<file path="config.mk">
export PLATFORM = sky130hd
export DESIGN_NAME = evdev_event_translator
export DESIGN_NICKNAME = d
export VERILOG_FILES = /design/src/hw/rtl/evt_pkg.sv /design/src/hw/rtl/evt_scale_unit.sv /design/src/hw/rtl/evdev_event_translator.sv
export SDC_FILE = /design/constraint.sdc
export NUM_CORES = 1
export LEC_CHECK = 0
export ABC_AREA = 1
export BUFFER_PORTS_ARGS = -buffer_cell sky130_fd_sc_hd__buf_2
export CAP_MARGIN = 20
export CORE_MARGIN = 2
export CORE_UTILIZATION = 50
export CTS_CLUSTER_SIZE = 12
export DETAILED_ROUTE_END_ITERATION = 6
export GPL_TIMING_DRIVEN = 0
export HOLD_SLACK_MARGIN = 0.05
export PLACE_DENSITY = 0.64
export SYNTH_ARGS = -nofsm -noshare
export SYNTH_HDL_FRONTEND = slang
export SYNTH_SLANG_ARGS = --single-unit
export TNS_END_PERCENT = 30
</file>
<file path="constraint.sdc">
create_clock -name clock -period 11.9 [get_ports clock]
set_input_delay 2.38 -clock clock [delete_from_list [all_inputs] [get_ports clock]]
set_output_delay 2.38 -clock clock [all_outputs]
set_load 0.1 [all_outputs]
</file>
<file path="src/hw/rtl/evt_pkg.sv">
`default_nettype none

package evt_pkg;

   // Field widths fixed by the event record and the result record.
   localparam int TYPE_W   = 16;
   localparam int CODE_W   = 16;
   localparam int VALUE_W  = 32;
   localparam int SCREEN_W = 16;
   localparam int PROD_W   = VALUE_W + SCREEN_W;
   localparam int CSR_IDX_W = 3;

   // Serial multiply and divide step counts.
   localparam int MUL_STEPS = SCREEN_W;
   localparam int DIV_STEPS = PROD_W;
   localparam int STEP_CNT_W = $clog2(DIV_STEPS);

   // Event classes.
   localparam logic [TYPE_W-1:0] EV_SYN = 16'd0;
   localparam logic [TYPE_W-1:0] EV_KEY = 16'd1;
   localparam logic [TYPE_W-1:0] EV_REL = 16'd2;
   localparam logic [TYPE_W-1:0] EV_ABS = 16'd3;

   // Codes within the classes.
   localparam logic [CODE_W-1:0] CODE_SYNC  = 16'd0;
   localparam logic [CODE_W-1:0] AXIS_X     = 16'd0;
   localparam logic [CODE_W-1:0] AXIS_Y     = 16'd1;
   localparam logic [CODE_W-1:0] CODE_WHEEL = 16'd8;
   localparam logic [CODE_W-1:0] BTN_FIRST  = 16'h0110;
   localparam logic [CODE_W-1:0] BTN_LAST   = 16'h0114;
   localparam logic [CODE_W-1:0] KEY_FIRST  = 16'd1;
   localparam logic [CODE_W-1:0] KEY_LAST   = 16'd88;
   localparam logic [CODE_W-1:0] EXT_FIRST  = 16'd96;
   localparam logic [CODE_W-1:0] EXT_END    = 16'd128;

   // Configuration register indexes.
   localparam logic [CSR_IDX_W-1:0] CSR_ABS_MODE   = 3'd0;
   localparam logic [CSR_IDX_W-1:0] CSR_AXIS_MAX_X = 3'd1;
   localparam logic [CSR_IDX_W-1:0] CSR_AXIS_MAX_Y = 3'd2;
   localparam logic [CSR_IDX_W-1:0] CSR_SCREEN_W   = 3'd3;
   localparam logic [CSR_IDX_W-1:0] CSR_SCREEN_H   = 3'd4;

   localparam logic [SCREEN_W-1:0] SCREEN_W_RESET = 16'd1920;
   localparam logic [SCREEN_W-1:0] SCREEN_H_RESET = 16'd1080;

   localparam logic RESULT_KEY   = 1'b0;
   localparam logic RESULT_MOUSE = 1'b1;

   typedef enum logic [1:0] {
      ST_IDLE,
      ST_DECODE,
      ST_SCALE
   } state_type;

   typedef enum logic [1:0] {
      SC_IDLE,
      SC_MUL,
      SC_DIV
   } scale_phase_type;

   // Extended key table for codes 96..127; zero means no scancode.
   function automatic logic [7:0] ext_scancode(input logic [4:0] idx);
      logic [7:0] sc;
      unique case (idx)
         5'd0:  sc = 8'h1C;
         5'd1:  sc = 8'h1D;
         5'd2:  sc = 8'h35;
         5'd3:  sc = 8'h37;
         5'd4:  sc = 8'h38;
         5'd6:  sc = 8'h47;
         5'd7:  sc = 8'h48;
         5'd8:  sc = 8'h49;
         5'd9:  sc = 8'h4B;
         5'd10: sc = 8'h4D;
         5'd11: sc = 8'h4F;
         5'd12: sc = 8'h50;
         5'd13: sc = 8'h51;
         5'd14: sc = 8'h52;
         5'd15: sc = 8'h53;
         5'd29: sc = 8'h5B;
         5'd30: sc = 8'h5C;
         5'd31: sc = 8'h5D;
         default: sc = 8'h00;
      endcase
      return sc;
   endfunction

endpackage

`default_nettype wire

</file>
<file path="src/hw/rtl/evt_scale_unit.sv">
`default_nettype none

module evt_scale_unit
   import evt_pkg::*;
(
   input  wire logic                clock,
   input  wire logic                reset,
   input  wire logic                start,
   input  wire logic [VALUE_W-1:0]  value,
   input  wire logic [SCREEN_W-1:0] screen,
   input  wire logic [VALUE_W-1:0]  amax,
   output logic                     done,
   output logic [VALUE_W-1:0]       scaled
);

   scale_phase_type         phase_ff, phase_in;
   logic [STEP_CNT_W-1:0]   cnt_ff, cnt_in;
   logic                    done_ff, done_in;
   logic [PROD_W-1:0]       prod_ff, prod_in;
   logic [SCREEN_W-1:0]     mult_ff, mult_in;
   logic [VALUE_W-1:0]      mcand_ff, mcand_in;
   logic [VALUE_W-1:0]      div_ff, div_in;
   logic [VALUE_W-1:0]      rem_ff, rem_in;

   logic [VALUE_W:0]        rem_shift;
   logic [VALUE_W:0]        rem_diff;
   logic                    rem_ge;

   always_ff @(posedge clock) begin
      if (reset) begin
         phase_ff <= SC_IDLE;
         cnt_ff   <= '0;
         done_ff  <= 1'b0;
      end else begin
         phase_ff <= phase_in;
         cnt_ff   <= cnt_in;
         done_ff  <= done_in;
      end
   end

   always_ff @(posedge clock) begin
      prod_ff  <= prod_in;
      mult_ff  <= mult_in;
      mcand_ff <= mcand_in;
      div_ff   <= div_in;
      rem_ff   <= rem_in;
   end

   // One restoring-division step: the next dividend bit enters the remainder
   // and the quotient bit shifts into the vacated low end of the product.
   assign rem_shift = {rem_ff, prod_ff[PROD_W-1]};
   assign rem_diff  = rem_shift - {1'b0, div_ff};
   assign rem_ge    = !rem_diff[VALUE_W];

   always_comb begin
      phase_in = phase_ff;
      cnt_in   = cnt_ff;
      done_in  = 1'b0;
      prod_in  = prod_ff;
      mult_in  = mult_ff;
      mcand_in = mcand_ff;
      div_in   = div_ff;
      rem_in   = rem_ff;
      unique case (phase_ff)
         SC_IDLE: begin
            if (start) begin
               if (amax == '0) begin
                  prod_in = {{SCREEN_W{1'b0}}, value};
                  done_in = 1'b1;
               end else begin
                  prod_in  = '0;
                  mult_in  = screen;
                  mcand_in = value;
                  div_in   = amax;
                  rem_in   = '0;
                  cnt_in   = '0;
                  phase_in = SC_MUL;
               end
            end
         end
         SC_MUL: begin
            prod_in = {prod_ff[PROD_W-2:0], 1'b0}
                    + (mult_ff[SCREEN_W-1] ? {{SCREEN_W{1'b0}}, mcand_ff} : {PROD_W{1'b0}});
            mult_in = {mult_ff[SCREEN_W-2:0], 1'b0};
            cnt_in  = cnt_ff + 1'b1;
            if (cnt_ff == STEP_CNT_W'(MUL_STEPS - 1)) begin
               cnt_in   = '0;
               phase_in = SC_DIV;
            end
         end
         SC_DIV: begin
            rem_in  = rem_ge ? rem_diff[VALUE_W-1:0] : rem_shift[VALUE_W-1:0];
            prod_in = {prod_ff[PROD_W-2:0], rem_ge};
            cnt_in  = cnt_ff + 1'b1;
            if (cnt_ff == STEP_CNT_W'(DIV_STEPS - 1)) begin
               cnt_in   = '0;
               phase_in = SC_IDLE;
               done_in  = 1'b1;
            end
         end
         default: begin
            phase_in = SC_IDLE;
         end
      endcase
   end

   assign done   = done_ff;
   assign scaled = prod_ff[VALUE_W-1:0];

endmodule

`default_nettype wire

</file>
<file path="src/hw/rtl/evdev_event_translator.sv">
`default_nettype none

// Input-event translator. Each beat on the req_ channel carries one
// {type, code, value} record; each beat on the rsp_ channel carries either a
// keyboard scancode or one accumulated mouse event. Key, button, relative and
// sync records are decoded in the ST_DECODE state after acceptance; a result
// goes through the result register before it is offered, and decoding waits
// while that register is full. The next record is taken back in ST_IDLE. An
// absolute X or Y record is scaled by screen size over axis maximum in a
// bit-serial unit: sixteen shift-and-add multiply steps, one per bit of the
// screen size, then forty-eight restoring-division steps, one per quotient
// bit, and no scaling is done when the axis maximum is zero. One record is
// handled at a time. The result register lets a new record be taken while an
// earlier result still waits for rsp_ready. Configuration is written
// through the csr_ channel, which is always ready; writes to unused
// indexes are dropped.

module evdev_event_translator
   import evt_pkg::*;
#(
   parameter int ACCUM_WIDTH = 32
)
(
   input  wire logic                  clock,
   input  wire logic                  reset,

   input  wire logic                  req_valid,
   output logic                       req_ready,
   input  wire logic [TYPE_W-1:0]     req_event_type,
   input  wire logic [CODE_W-1:0]     req_event_code,
   input  wire logic [VALUE_W-1:0]    req_event_value,

   output logic                       rsp_valid,
   input  wire logic                  rsp_ready,
   output logic                       rsp_result_kind,
   output logic [7:0]                 rsp_scancode,
   output logic                       rsp_key_pressed,
   output logic                       rsp_extended_key,
   output logic signed [15:0]         rsp_move_x,
   output logic signed [15:0]         rsp_move_y,
   output logic signed [7:0]          rsp_wheel_move,
   output logic [4:0]                 rsp_button_bits,

   input  wire logic                  csr_valid,
   output logic                       csr_ready,
   input  wire logic [CSR_IDX_W-1:0]  csr_index,
   input  wire logic [31:0]           csr_data
);

   // Configuration registers.
   logic                  abs_mode_ff;
   logic [VALUE_W-1:0]    axis_max_x_ff;
   logic [VALUE_W-1:0]    axis_max_y_ff;
   logic [SCREEN_W-1:0]   screen_w_ff;
   logic [SCREEN_W-1:0]   screen_h_ff;

   // Sequencer and the record being worked on.
   state_type             state_ff, state_in;
   logic [TYPE_W-1:0]     type_ff;
   logic [CODE_W-1:0]     code_ff;
   logic [VALUE_W-1:0]    value_ff;

   // Pointer state.
   logic [ACCUM_WIDTH-1:0] sum_x_ff, sum_x_in;
   logic [ACCUM_WIDTH-1:0] sum_y_ff, sum_y_in;
   logic [ACCUM_WIDTH-1:0] sum_w_ff, sum_w_in;
   logic [4:0]             held_ff, held_in;
   logic                   pending_ff, pending_in;
   logic [VALUE_W-1:0]     prev_x_ff, prev_x_in;
   logic [VALUE_W-1:0]     prev_y_ff, prev_y_in;
   logic                   origin_ff, origin_in;

   // Result register.
   logic                   rsp_valid_ff, rsp_valid_in;
   logic                   load_rsp;
   logic                   kind_ff, kind_in;
   logic [7:0]             scan_ff, scan_in;
   logic                   pressed_ff, pressed_in;
   logic                   ext_ff, ext_in;
   logic [15:0]            mx_ff, mx_in;
   logic [15:0]            my_ff, my_in;
   logic [7:0]             mw_ff, mw_in;
   logic [4:0]             btn_ff, btn_in;

   // Decode helpers.
   logic                   out_free;
   logic                   pressed;
   logic [7:0]             ext_sc;
   logic [63:0]            value_sext;
   logic [63:0]            diff_sext;
   logic [VALUE_W-1:0]     diff;
   logic [4:0]             btn_mask;
   logic [CODE_W-1:0]      btn_offset;

   // Scaling unit connection.
   logic                   scale_start;
   logic [SCREEN_W-1:0]    scale_screen;
   logic [VALUE_W-1:0]     scale_amax;
   logic                   scale_done;
   logic [VALUE_W-1:0]     scale_result;

   evt_scale_unit u_scale (
      .clock  (clock),
      .reset  (reset),
      .start  (scale_start),
      .value  (value_ff),
      .screen (scale_screen),
      .amax   (scale_amax),
      .done   (scale_done),
      .scaled (scale_result)
   );

   assign req_ready = (state_ff == ST_IDLE);
   assign csr_ready = 1'b1;

   // The result register can take a new beat when empty or when its current
   // beat leaves in this cycle.
   assign out_free = !rsp_valid_ff || rsp_ready;

   assign pressed    = (value_ff != '0);
   assign ext_sc     = ext_scancode(code_ff[4:0]);
   assign value_sext = {{32{value_ff[VALUE_W-1]}}, value_ff};
   assign btn_offset = code_ff - BTN_FIRST;
   assign btn_mask   = 5'd1 << btn_offset[2:0];

   // X records use the width and X maximum; Y records the height and Y maximum.
   assign scale_screen = code_ff[0] ? screen_h_ff : screen_w_ff;
   assign scale_amax   = code_ff[0] ? axis_max_y_ff : axis_max_x_ff;
   assign diff         = scale_result - (code_ff[0] ? prev_y_ff : prev_x_ff);
   assign diff_sext    = {{32{diff[VALUE_W-1]}}, diff};

   always_ff @(posedge clock) begin
      if (reset) begin
         abs_mode_ff   <= 1'b0;
         axis_max_x_ff <= '0;
         axis_max_y_ff <= '0;
         screen_w_ff   <= SCREEN_W_RESET;
         screen_h_ff   <= SCREEN_H_RESET;
      end else if (csr_valid) begin
         unique case (csr_index)
            CSR_ABS_MODE:   abs_mode_ff   <= csr_data[0];
            CSR_AXIS_MAX_X: axis_max_x_ff <= csr_data;
            CSR_AXIS_MAX_Y: axis_max_y_ff <= csr_data;
            CSR_SCREEN_W:   screen_w_ff   <= csr_data[SCREEN_W-1:0];
            CSR_SCREEN_H:   screen_h_ff   <= csr_data[SCREEN_W-1:0];
            default: begin
            end
         endcase
      end
   end

   always_ff @(posedge clock) begin
      if (reset) begin
         state_ff     <= ST_IDLE;
         sum_x_ff     <= '0;
         sum_y_ff     <= '0;
         sum_w_ff     <= '0;
         held_ff      <= '0;
         pending_ff   <= 1'b0;
         prev_x_ff    <= '0;
         prev_y_ff    <= '0;
         origin_ff    <= 1'b0;
         rsp_valid_ff <= 1'b0;
      end else begin
         state_ff     <= state_in;
         sum_x_ff     <= sum_x_in;
         sum_y_ff     <= sum_y_in;
         sum_w_ff     <= sum_w_in;
         held_ff      <= held_in;
         pending_ff   <= pending_in;
         prev_x_ff    <= prev_x_in;
         prev_y_ff    <= prev_y_in;
         origin_ff    <= origin_in;
         rsp_valid_ff <= rsp_valid_in;
      end
   end

   // The accepted record is held for the whole time it is worked on.
   always_ff @(posedge clock) begin
      if (req_valid && req_ready) begin
         type_ff  <= req_event_type;
         code_ff  <= req_event_code;
         value_ff <= req_event_value;
      end
      if (load_rsp) begin
         kind_ff    <= kind_in;
         scan_ff    <= scan_in;
         pressed_ff <= pressed_in;
         ext_ff     <= ext_in;
         mx_ff      <= mx_in;
         my_ff      <= my_in;
         mw_ff      <= mw_in;
         btn_ff     <= btn_in;
      end
   end

   always_comb begin
      state_in    = state_ff;
      sum_x_in    = sum_x_ff;
      sum_y_in    = sum_y_ff;
      sum_w_in    = sum_w_ff;
      held_in     = held_ff;
      pending_in  = pending_ff;
      prev_x_in   = prev_x_ff;
      prev_y_in   = prev_y_ff;
      origin_in   = origin_ff;
      scale_start = 1'b0;
      load_rsp    = 1'b0;
      kind_in     = RESULT_KEY;
      scan_in     = '0;
      pressed_in  = 1'b0;
      ext_in      = 1'b0;
      mx_in       = '0;
      my_in       = '0;
      mw_in       = '0;
      btn_in      = '0;

      unique case (state_ff)
         ST_IDLE: begin
            if (req_valid) begin
               state_in = ST_DECODE;
            end
         end

         ST_DECODE: begin
            state_in = ST_IDLE;
            priority if (type_ff == EV_KEY) begin
               priority if (code_ff >= BTN_FIRST && code_ff <= BTN_LAST) begin
                  held_in    = pressed ? (held_ff | btn_mask) : (held_ff & ~btn_mask);
                  pending_in = 1'b1;
               end else if (code_ff >= KEY_FIRST && code_ff <= KEY_LAST) begin
                  // A result-producing record waits here until the result
                  // register can take it.
                  if (out_free) begin
                     load_rsp   = 1'b1;
                     scan_in    = code_ff[7:0];
                     pressed_in = pressed;
                  end else begin
                     state_in = ST_DECODE;
                  end
               end else if (code_ff >= EXT_FIRST && code_ff < EXT_END && ext_sc != '0) begin
                  if (out_free) begin
                     load_rsp   = 1'b1;
                     scan_in    = ext_sc;
                     pressed_in = pressed;
                     ext_in     = 1'b1;
                  end else begin
                     state_in = ST_DECODE;
                  end
               end else begin
               end
            end else if (type_ff == EV_REL) begin
               priority if (code_ff == AXIS_X) begin
                  sum_x_in   = sum_x_ff + value_sext[ACCUM_WIDTH-1:0];
                  pending_in = 1'b1;
               end else if (code_ff == AXIS_Y) begin
                  sum_y_in   = sum_y_ff + value_sext[ACCUM_WIDTH-1:0];
                  pending_in = 1'b1;
               end else if (code_ff == CODE_WHEEL) begin
                  sum_w_in   = sum_w_ff - value_sext[ACCUM_WIDTH-1:0];
                  pending_in = 1'b1;
               end else begin
               end
            end else if (type_ff == EV_ABS) begin
               if (code_ff == AXIS_X || code_ff == AXIS_Y) begin
                  scale_start = 1'b1;
                  state_in    = ST_SCALE;
               end
            end else if (type_ff == EV_SYN && code_ff == CODE_SYNC) begin
               if (pending_ff) begin
                  if (out_free) begin
                     load_rsp   = 1'b1;
                     kind_in    = RESULT_MOUSE;
                     mx_in      = sum_x_ff[15:0];
                     my_in      = sum_y_ff[15:0];
                     mw_in      = sum_w_ff[7:0];
                     btn_in     = held_ff;
                     sum_x_in   = '0;
                     sum_y_in   = '0;
                     sum_w_in   = '0;
                     pending_in = 1'b0;
                     origin_in  = abs_mode_ff;
                  end else begin
                     state_in = ST_DECODE;
                  end
               end else begin
                  origin_in = abs_mode_ff;
               end
            end else begin
            end
         end

         ST_SCALE: begin
            // A position only sets the origin until a sync record arrives with absolute mode on.
            if (scale_done) begin
               state_in = ST_IDLE;
               if (code_ff[0]) begin
                  prev_y_in = scale_result;
                  if (origin_ff) begin
                     sum_y_in   = sum_y_ff + diff_sext[ACCUM_WIDTH-1:0];
                     pending_in = 1'b1;
                  end
               end else begin
                  prev_x_in = scale_result;
                  if (origin_ff) begin
                     sum_x_in   = sum_x_ff + diff_sext[ACCUM_WIDTH-1:0];
                     pending_in = 1'b1;
                  end
               end
            end
         end

         default: begin
            state_in = ST_IDLE;
         end
      endcase

      rsp_valid_in = load_rsp || (rsp_valid_ff && !rsp_ready);
   end

   assign rsp_valid        = rsp_valid_ff;
   assign rsp_result_kind  = kind_ff;
   assign rsp_scancode     = scan_ff;
   assign rsp_key_pressed  = pressed_ff;
   assign rsp_extended_key = ext_ff;
   assign rsp_move_x       = mx_ff;
   assign rsp_move_y       = my_ff;
   assign rsp_wheel_move   = mw_ff;
   assign rsp_button_bits  = btn_ff;

endmodule

`default_nettype wire
</file>
==> results of run 1 <==
-- worst min-delay path, stage by stage (launching register included) --
cell	delay (ns)
dfxtp_1	0.30
inv_1	0.06
a21oi_1	0.05
-- cell usage in the layout, fill, tap and decap left out, drive strengths merged, types with 7 or more instances in the layout --
cell,instances
nand3b,18
buf,202
nand3,185
ha,159
edfxtp,280
nor4,12
nand4,35
xor2,41
nor2,633
o211ai,7
nor3,38
a21boi,22
clkbuf,156
nand2,939
xnor2,14
or2,9
fa,8
a22oi,7
o21bai,17
a21oi,314
dfxtp,195
o21ai,335
clkinv,9
o22ai,12
a21o,8
inv,456
-- through the flow --
stage	util, %	worst slack (ns)
final	57.1	6.47
after detailed placement	54.1	6.57
after global placement	53.9	6.09
after global routing	57.1	6.12
after floorplan	-	7.38
after CTS	57.1	6.55
-- path summary, 6_finish.rpt --
check / endpoint / slack, ns
max: sum_x_ff[11] / 6.47
max reg2reg: sum_x_ff[11] / 6.47
min reg2reg: prev_y_ff[11] / 0.45
min: prev_y_ff[11] / 0.45
-- flip-flops by register name, summed over array words and instances, names as in the netlist, 8 cells and up, named ones only --
name              cells
screen_w_ff          16
u_scale.mcand_ff     32
sum_w_ff              8
u_scale.prod_ff      48
code_ff              16
sum_y_ff             16
prev_x_ff            16
prev_y_ff            16
value_ff             32
screen_h_ff          16
rsp_wheel_move        8
u_scale.mult_ff      16
u_scale.div_ff       32
sum_x_ff             16
u_scale.rem_ff       32
rsp_move_y           16
axis_max_x_ff        32
rsp_scancode          8
type_ff              16
rsp_move_x           16
axis_max_y_ff        32
-- per-layer routing --
layer | global-route usage [%] | vias up | wire length, µm
li1 | - | 13200 | -
met1 | 42.9 | 12100 | 41500
met2 | 46.0 | 780 | 39300
met3 | 3.19 | 128 | 5450
met4 | 9.42 | 0 | 2750
met5 | 0 | - | 0
-- area by class of cell --
cell class,count,area [µm²],share of cell area [%]
Sequential cell,475,12300,38.1
Timing Repair Buffer,166,891,2.76
Clock inverter,12,104,0.321
Buffer,109,492,1.52
Tap cell,756,946,2.93
Clock buffer,83,1580,4.87
Antenna cell,1,2.50,0.00774
Multi-Input combinational cell,2846,14300,44.2
Inverter,453,1710,5.28
-- power breakdown --
group | total, µW | leakage (µW) | internal [µW] | switching, µW
Combinational | 707 | 0.00912 | 227 | 481
Clock | 1600 | 0.000829 | 911 | 687
Sequential | 1860 | 0.00423 | 1800 | 57.8
Total | 4170 | 0.0142 | 2940 | 1230
-- kinds of logic after synthesis --
kind of cell / synth area share [%]
and+or+nand+nor: 26.7
DFF: 42.8
AOI/OAI and AO/OA: 13.8
other: 0.0261
buffers and inverters: 7.62
adders and majority gates: 7.47
xor gates and xnor gates: 1.67
==> flow_summary.yaml, run 1 <==
sta:
  hold_viol: 0
  period_share_pct: 45.7
  final.setup.tns_ns: 0
  fmax_mhz: 184
  finalSetupViolCount: 0
  report.final.slew_viol_count: 0
  rsz0062_at_grt: "false"
  slew_headroom_pct: 30.1
  period_needed_ns: 5.43
  worst_pin_slew_ns: 1.05
  fin_skew_ns: 0.0349
  hold_slack_ns: 0.453
place:
  port_buffers: 161
  postPlaceCellArea_mm2: 0.0306
  dp.cells: 4805
  dp_hpwl_um: 68900
  gp_congestion: 0.986
cts:
  postCtsSetupBuffers: 0
  cts_tree: "built"
  ctsResizeCount: 0
  clk_latency_ns: 0.63
  postCtsHoldBufs: 0
  clock-root-buffer: "clkbuf_16"
  htree_levels: 2
  clockBufferDepth: 3
  path_clk_slew_ns: 0.06
  cts_inserted_buffers: 51
  cts.sinks: 475
cells_and_area:
  syn_to_final_growth_pct: 12.3
  final_layout_size_suffix_gt1_share_pct: 7.58
  finalInstanceArea_mm2: 0.0323
  post_layout_nonfiller_instances: 4901
  fillers: 5569
  nets: 4373
synth:
  synth_top_area_cell: "edfxtp_1"
  syn-cell-area_mm2: 0.0288
  syn_inst: 3883
  synth_nets: 4154
  synth-seq-area-share_pct: 42.8
  synthArstFlopShare_pct: 0
  synth_ff_type: "edfxtp_1"
  ys.warnings.count: 0
  ys_top_cells_by_count: "nand2_1, nor2_1, inv_1, o21ai_0, a21oi_1"
  yosysMostFrequentCell: "nand2_1"
  synth_cell_types: 55
  avgSynthCellArea_um2: 7.41
  synth_area_leaders: "edfxtp_1, dfxtp_1, nand2_1, nor2_1, ha_1"
  yosysTopAreaCellShare_pct: 29.2
  synth_enable_flop_cells: 280
  ys_ff_latch: 475
drt:
  drt_wl_total_um: 88900
  drt_pass1_iterations: 6
  ant_nets: 0
  num_vias: 26200
  drt_iter0_drc: 2196
  drc_errors: 0
  wl_per_cell_um: 18.1
  via_per_inst: 5.36
global_routing:
  first_global_vias: 24500
  antenna_found_initial: 3
  grt_max_degree: 66
  grt_overflow_total: 0
  grt_pass1_wl_um: 137000
  grt_usage_pct: 29.5
run_status:
  outcome: "completed"
floorplanning:
  die_w_um: 244
  num_rows: 87
  core_mm2: 0.0566
  initial_utilization_pct: 50.9
  fp.dieH_um: 244
  num_io_pins: 163
  die_area_mm2: 0.0595
power_and_ir_drop:
  cellPowerDensity_mw_per_mm2: 129
  worst_ir_drop_vdd_v: 0.000111
  p_leak_uw: 0.0142
  total_power_uw: 4170
worst_hold_path:
  min_from: "prev_y_ff[11]"
  hold_path.class: "reg -> reg"
  worstHoldPathCells: 2
worst_setup_path:
  crit_cells: 24
  crit_type: "reg -> reg"
  critPathLaunch: "code_ff[0]"
  cp_cell_sequence: "buf_6 -> inv_2 -> buf_2 -> buf_1 -> o21ai_0 -> ha_1 -> inv_1 -> fa_1 -> nand3_1 -> nand2_1 -> nand3_1 -> nand2_1 -> nand3_1 -> nand2_1 -> a31oi_1 -> xnor2_1 -> ha_1 -> a21oi_1 -> o21a_1 -> nand3_1 -> o21ai_0 -> nand2_1 -> nor2_1 -> nor2_1"
  worstRegToRegCells: 24
  crit_path_start_kind: "register"
  cp.required_ns: 12.42
  cp.buffers_inverters: 5
  r2r_start: "code_ff[0]"
  end_kind: "register"
  critPathTopFamily: "buffers and inverters"
  cp_slowest_stage_delay_ns: 0.70
  cp.arrival_ns: 5.95
  path_max_fanout: 10
  critical_path.slowest_cell: "buf_1"
job:
  maxCapViolations: 0
Power figures use the tool's default switching activity.
==> inputs of run 2 (changes only) <==
clock period = 5.3 ns   (was 11.9 ns; I/O delays follow)
==> flow_summary.yaml, run 2 (synthesized netlist as in run 1, its figures left out) <==
floorplanning:
  fp.dieH_um: 244
  core_mm2: 0.0566
  initial_utilization_pct: 50.9
  die_area_mm2: 0.0595
  num_io_pins: 163
  die_w_um: 244
  num_rows: 87
cts:
  cts_inserted_buffers: 51
  postCtsHoldBufs: 0
  cts.sinks: 475
  postCtsSetupBuffers: 0
  clock-root-buffer: "clkbuf_16"
  clockBufferDepth: 3
  cts_tree: "built"
  htree_levels: 2
  clk_latency_ns: 0.62
  path_clk_slew_ns: 0.06
drt:
  drt_wl_total_um: 88500
  drt_pass1_iterations: 7
  num_vias: 26300
  ant_nets: 0
  drc_errors: 4
  via_per_inst: 5.37
  wl_per_cell_um: 18.1
  drt_iter0_drc: 2211
worst_setup_path:
  cp_slowest_stage_delay_ns: 0.54
  cp.arrival_ns: 5.41
  path_max_fanout: 10
  critPathTopFamily: "compound AO/OA/AOI/OAI gates"
  critical_path.slowest_cell: "edfxtp_1"
  cp.buffers_inverters: 4
  cp.required_ns: 5.82
  crit_type: "reg -> reg"
  crit_path_start_kind: "register"
  cp_common_cell: "nand2_1"
  cp_cell_sequence: "buf_6 -> buf_6 -> buf_6 -> clkbuf_1 -> nand2_1 -> o21ai_0 -> ha_1 -> a21oi_1 -> nand2_1 -> nand2_1 -> nand2_1 -> a21oi_1 -> o21ai_0 -> xor2_1 -> ha_1 -> a21oi_1 -> a21boi_0 -> nand3_1 -> o21ai_0 -> nand2_1 -> nor2_1 -> nor2_1"
  rrSetupSlack_ns: 0.41
  end_kind: "register"
sta:
  slew_headroom_pct: 31.2
  final.setup.tns_ns: 0
  period_share_pct: 92.3
  finalSetupViolCount: 0
  fmax_mhz: 204
  rsz0062_at_grt: "false"
  period_needed_ns: 4.89
  worst_pin_slew_ns: 1.03
  report.final.slew_viol_count: 0
  fin_skew_ns: 0.0300
  worst_slack_ns: 0.408
  hold_viol: 0
place:
  dp.cells: 4805
  pre_cts_ws_ns: -0.0275
  dp_hpwl_um: 68900
  gp_congestion: 0.986
  port_buffers: 161
global_routing:
  first_global_vias: 24500
  grt_max_degree: 66
  grt_pass1_wl_um: 137000
  grt_overflow_total: 0
  antenna_found_initial: 3
  grt_usage_pct: 29.4
cells_and_area:
  largest_reg_flops: 48
  final_common_cell: "nand2_1"
  final_cell_mix: "nand2_1, nor2_1, inv_1"
  post_layout_nonfiller_instances: 4900
  regMostFlops: "u_scale.prod_ff"
  post-route-util_pct: 57.1
  syn_to_final_growth_pct: 12.3
  nets: 4372
  final_layout_size_suffix_gt1_share_pct: 7.58
power_and_ir_drop:
  pwr-share-clk_pct: 38.4
  switchingPower_uw: 2750
  worst_ir_drop_vdd_v: 0.000251
  p_comb_share_pct: 16.9
  cellPowerDensity_mw_per_mm2: 289
  pwr-share-seq_pct: 44.7
  power.internal_uw: 6610
  p_leak_uw: 0.0142
  p_sw_share_pct: 29.4
run_status:
  violations: "design-rule violations"
  outcome: "complete, but fails checks"
worst_hold_path:
  hold_path.class: "reg -> reg"
job:
  maxCapViolations: 0
==> run 2: cell count changes in the layout (fill, tap and decap cells not counted) <==
cell	before	now
buf_1	11	10
o21ai_0	314	313
o21ai_1	20	21
==> run 2: final timing paths <==
path                     startpoint           endpoint  depth (start not counted)
hold reg to reg   axis_max_y_ff[26]  axis_max_y_ff[26]                          2
hold / removal    axis_max_y_ff[26]  axis_max_y_ff[26]                          2
setup / recovery         code_ff[0]       sum_y_ff[12]                         22
setup reg to reg         code_ff[0]       sum_y_ff[12]                         22
==> run 2: worst register-to-register path: stages (launching register included) <==
cell      delay [ns]
edfxtp_1        0.54
buf_6           0.20
buf_6           0.21
buf_6           0.23
clkbuf_1        0.38
nand2_1         0.17
o21ai_0         0.12
ha_1            0.30
a21oi_1         0.14
nand2_1         0.11
nand2_1         0.08
nand2_1         0.11
a21oi_1         0.22
o21ai_0         0.16
xor2_1          0.44
ha_1            0.38
a21oi_1         0.23
a21boi_0        0.21
nand3_1         0.14
o21ai_0         0.20
nand2_1         0.09
nor2_1          0.09
nor2_1          0.04
==> run 2: layout make-up <==
class                           count  area (µm²)
Buffer                            108         488
Clock inverter                     12         104
Timing Repair Buffer              166         891
Antenna cell                        1        2.50
Clock buffer                       83        1580
Inverter                          453        1710
Multi-Input combinational cell   2846       14300
Sequential cell                   475       12300
Fill cell                        5571       24300
Tap cell                          756         946
==> run 2: timing repair <==
item	CTS	global route
gates resized for setup	0	1
endpoints found under the setup margin	4	2
pin swaps	0	1
==> run 2: metal layers <==
layer	routed length, µm	part of all wire (%)	track usage (%)	up-vias
met1	41200	47	42.8	12100
met2	39000	44	45.9	809
met3	5480	6.2	3.22	137
met5	0	0	0	-
met4	2820	3.2	9.43	0
li1	-	-	-	13300
==> run 2: power by group through the flow <==
stage | Sequential (µW) | Combinational, µW | Clock [µW]
after floorplan | 4200 | 1110 | 0
after global placement | 4260 | 1540 | 0
after detailed placement | 4260 | 1560 | 0
after CTS | 4180 | 1570 | 3650
after global routing | 4190 | 1780 | 3780
final | 4180 | 1580 | 3590
==> run 2: stage by stage <==
| step | power [µW] | instance area (µm²) | hold slack [ns] |
|---|---|---|---|
| floorplan | 5310 | 28800 | 0.425 |
| global placement | 5800 | 30500 | 0.437 |
| detailed placement | 5820 | 30600 | 0.446 |
| finish | 9350 | 32300 | 0.454 |
| CTS | 9400 | 32300 | 0.456 |
| global route | 9750 | 32300 | 0.471 |
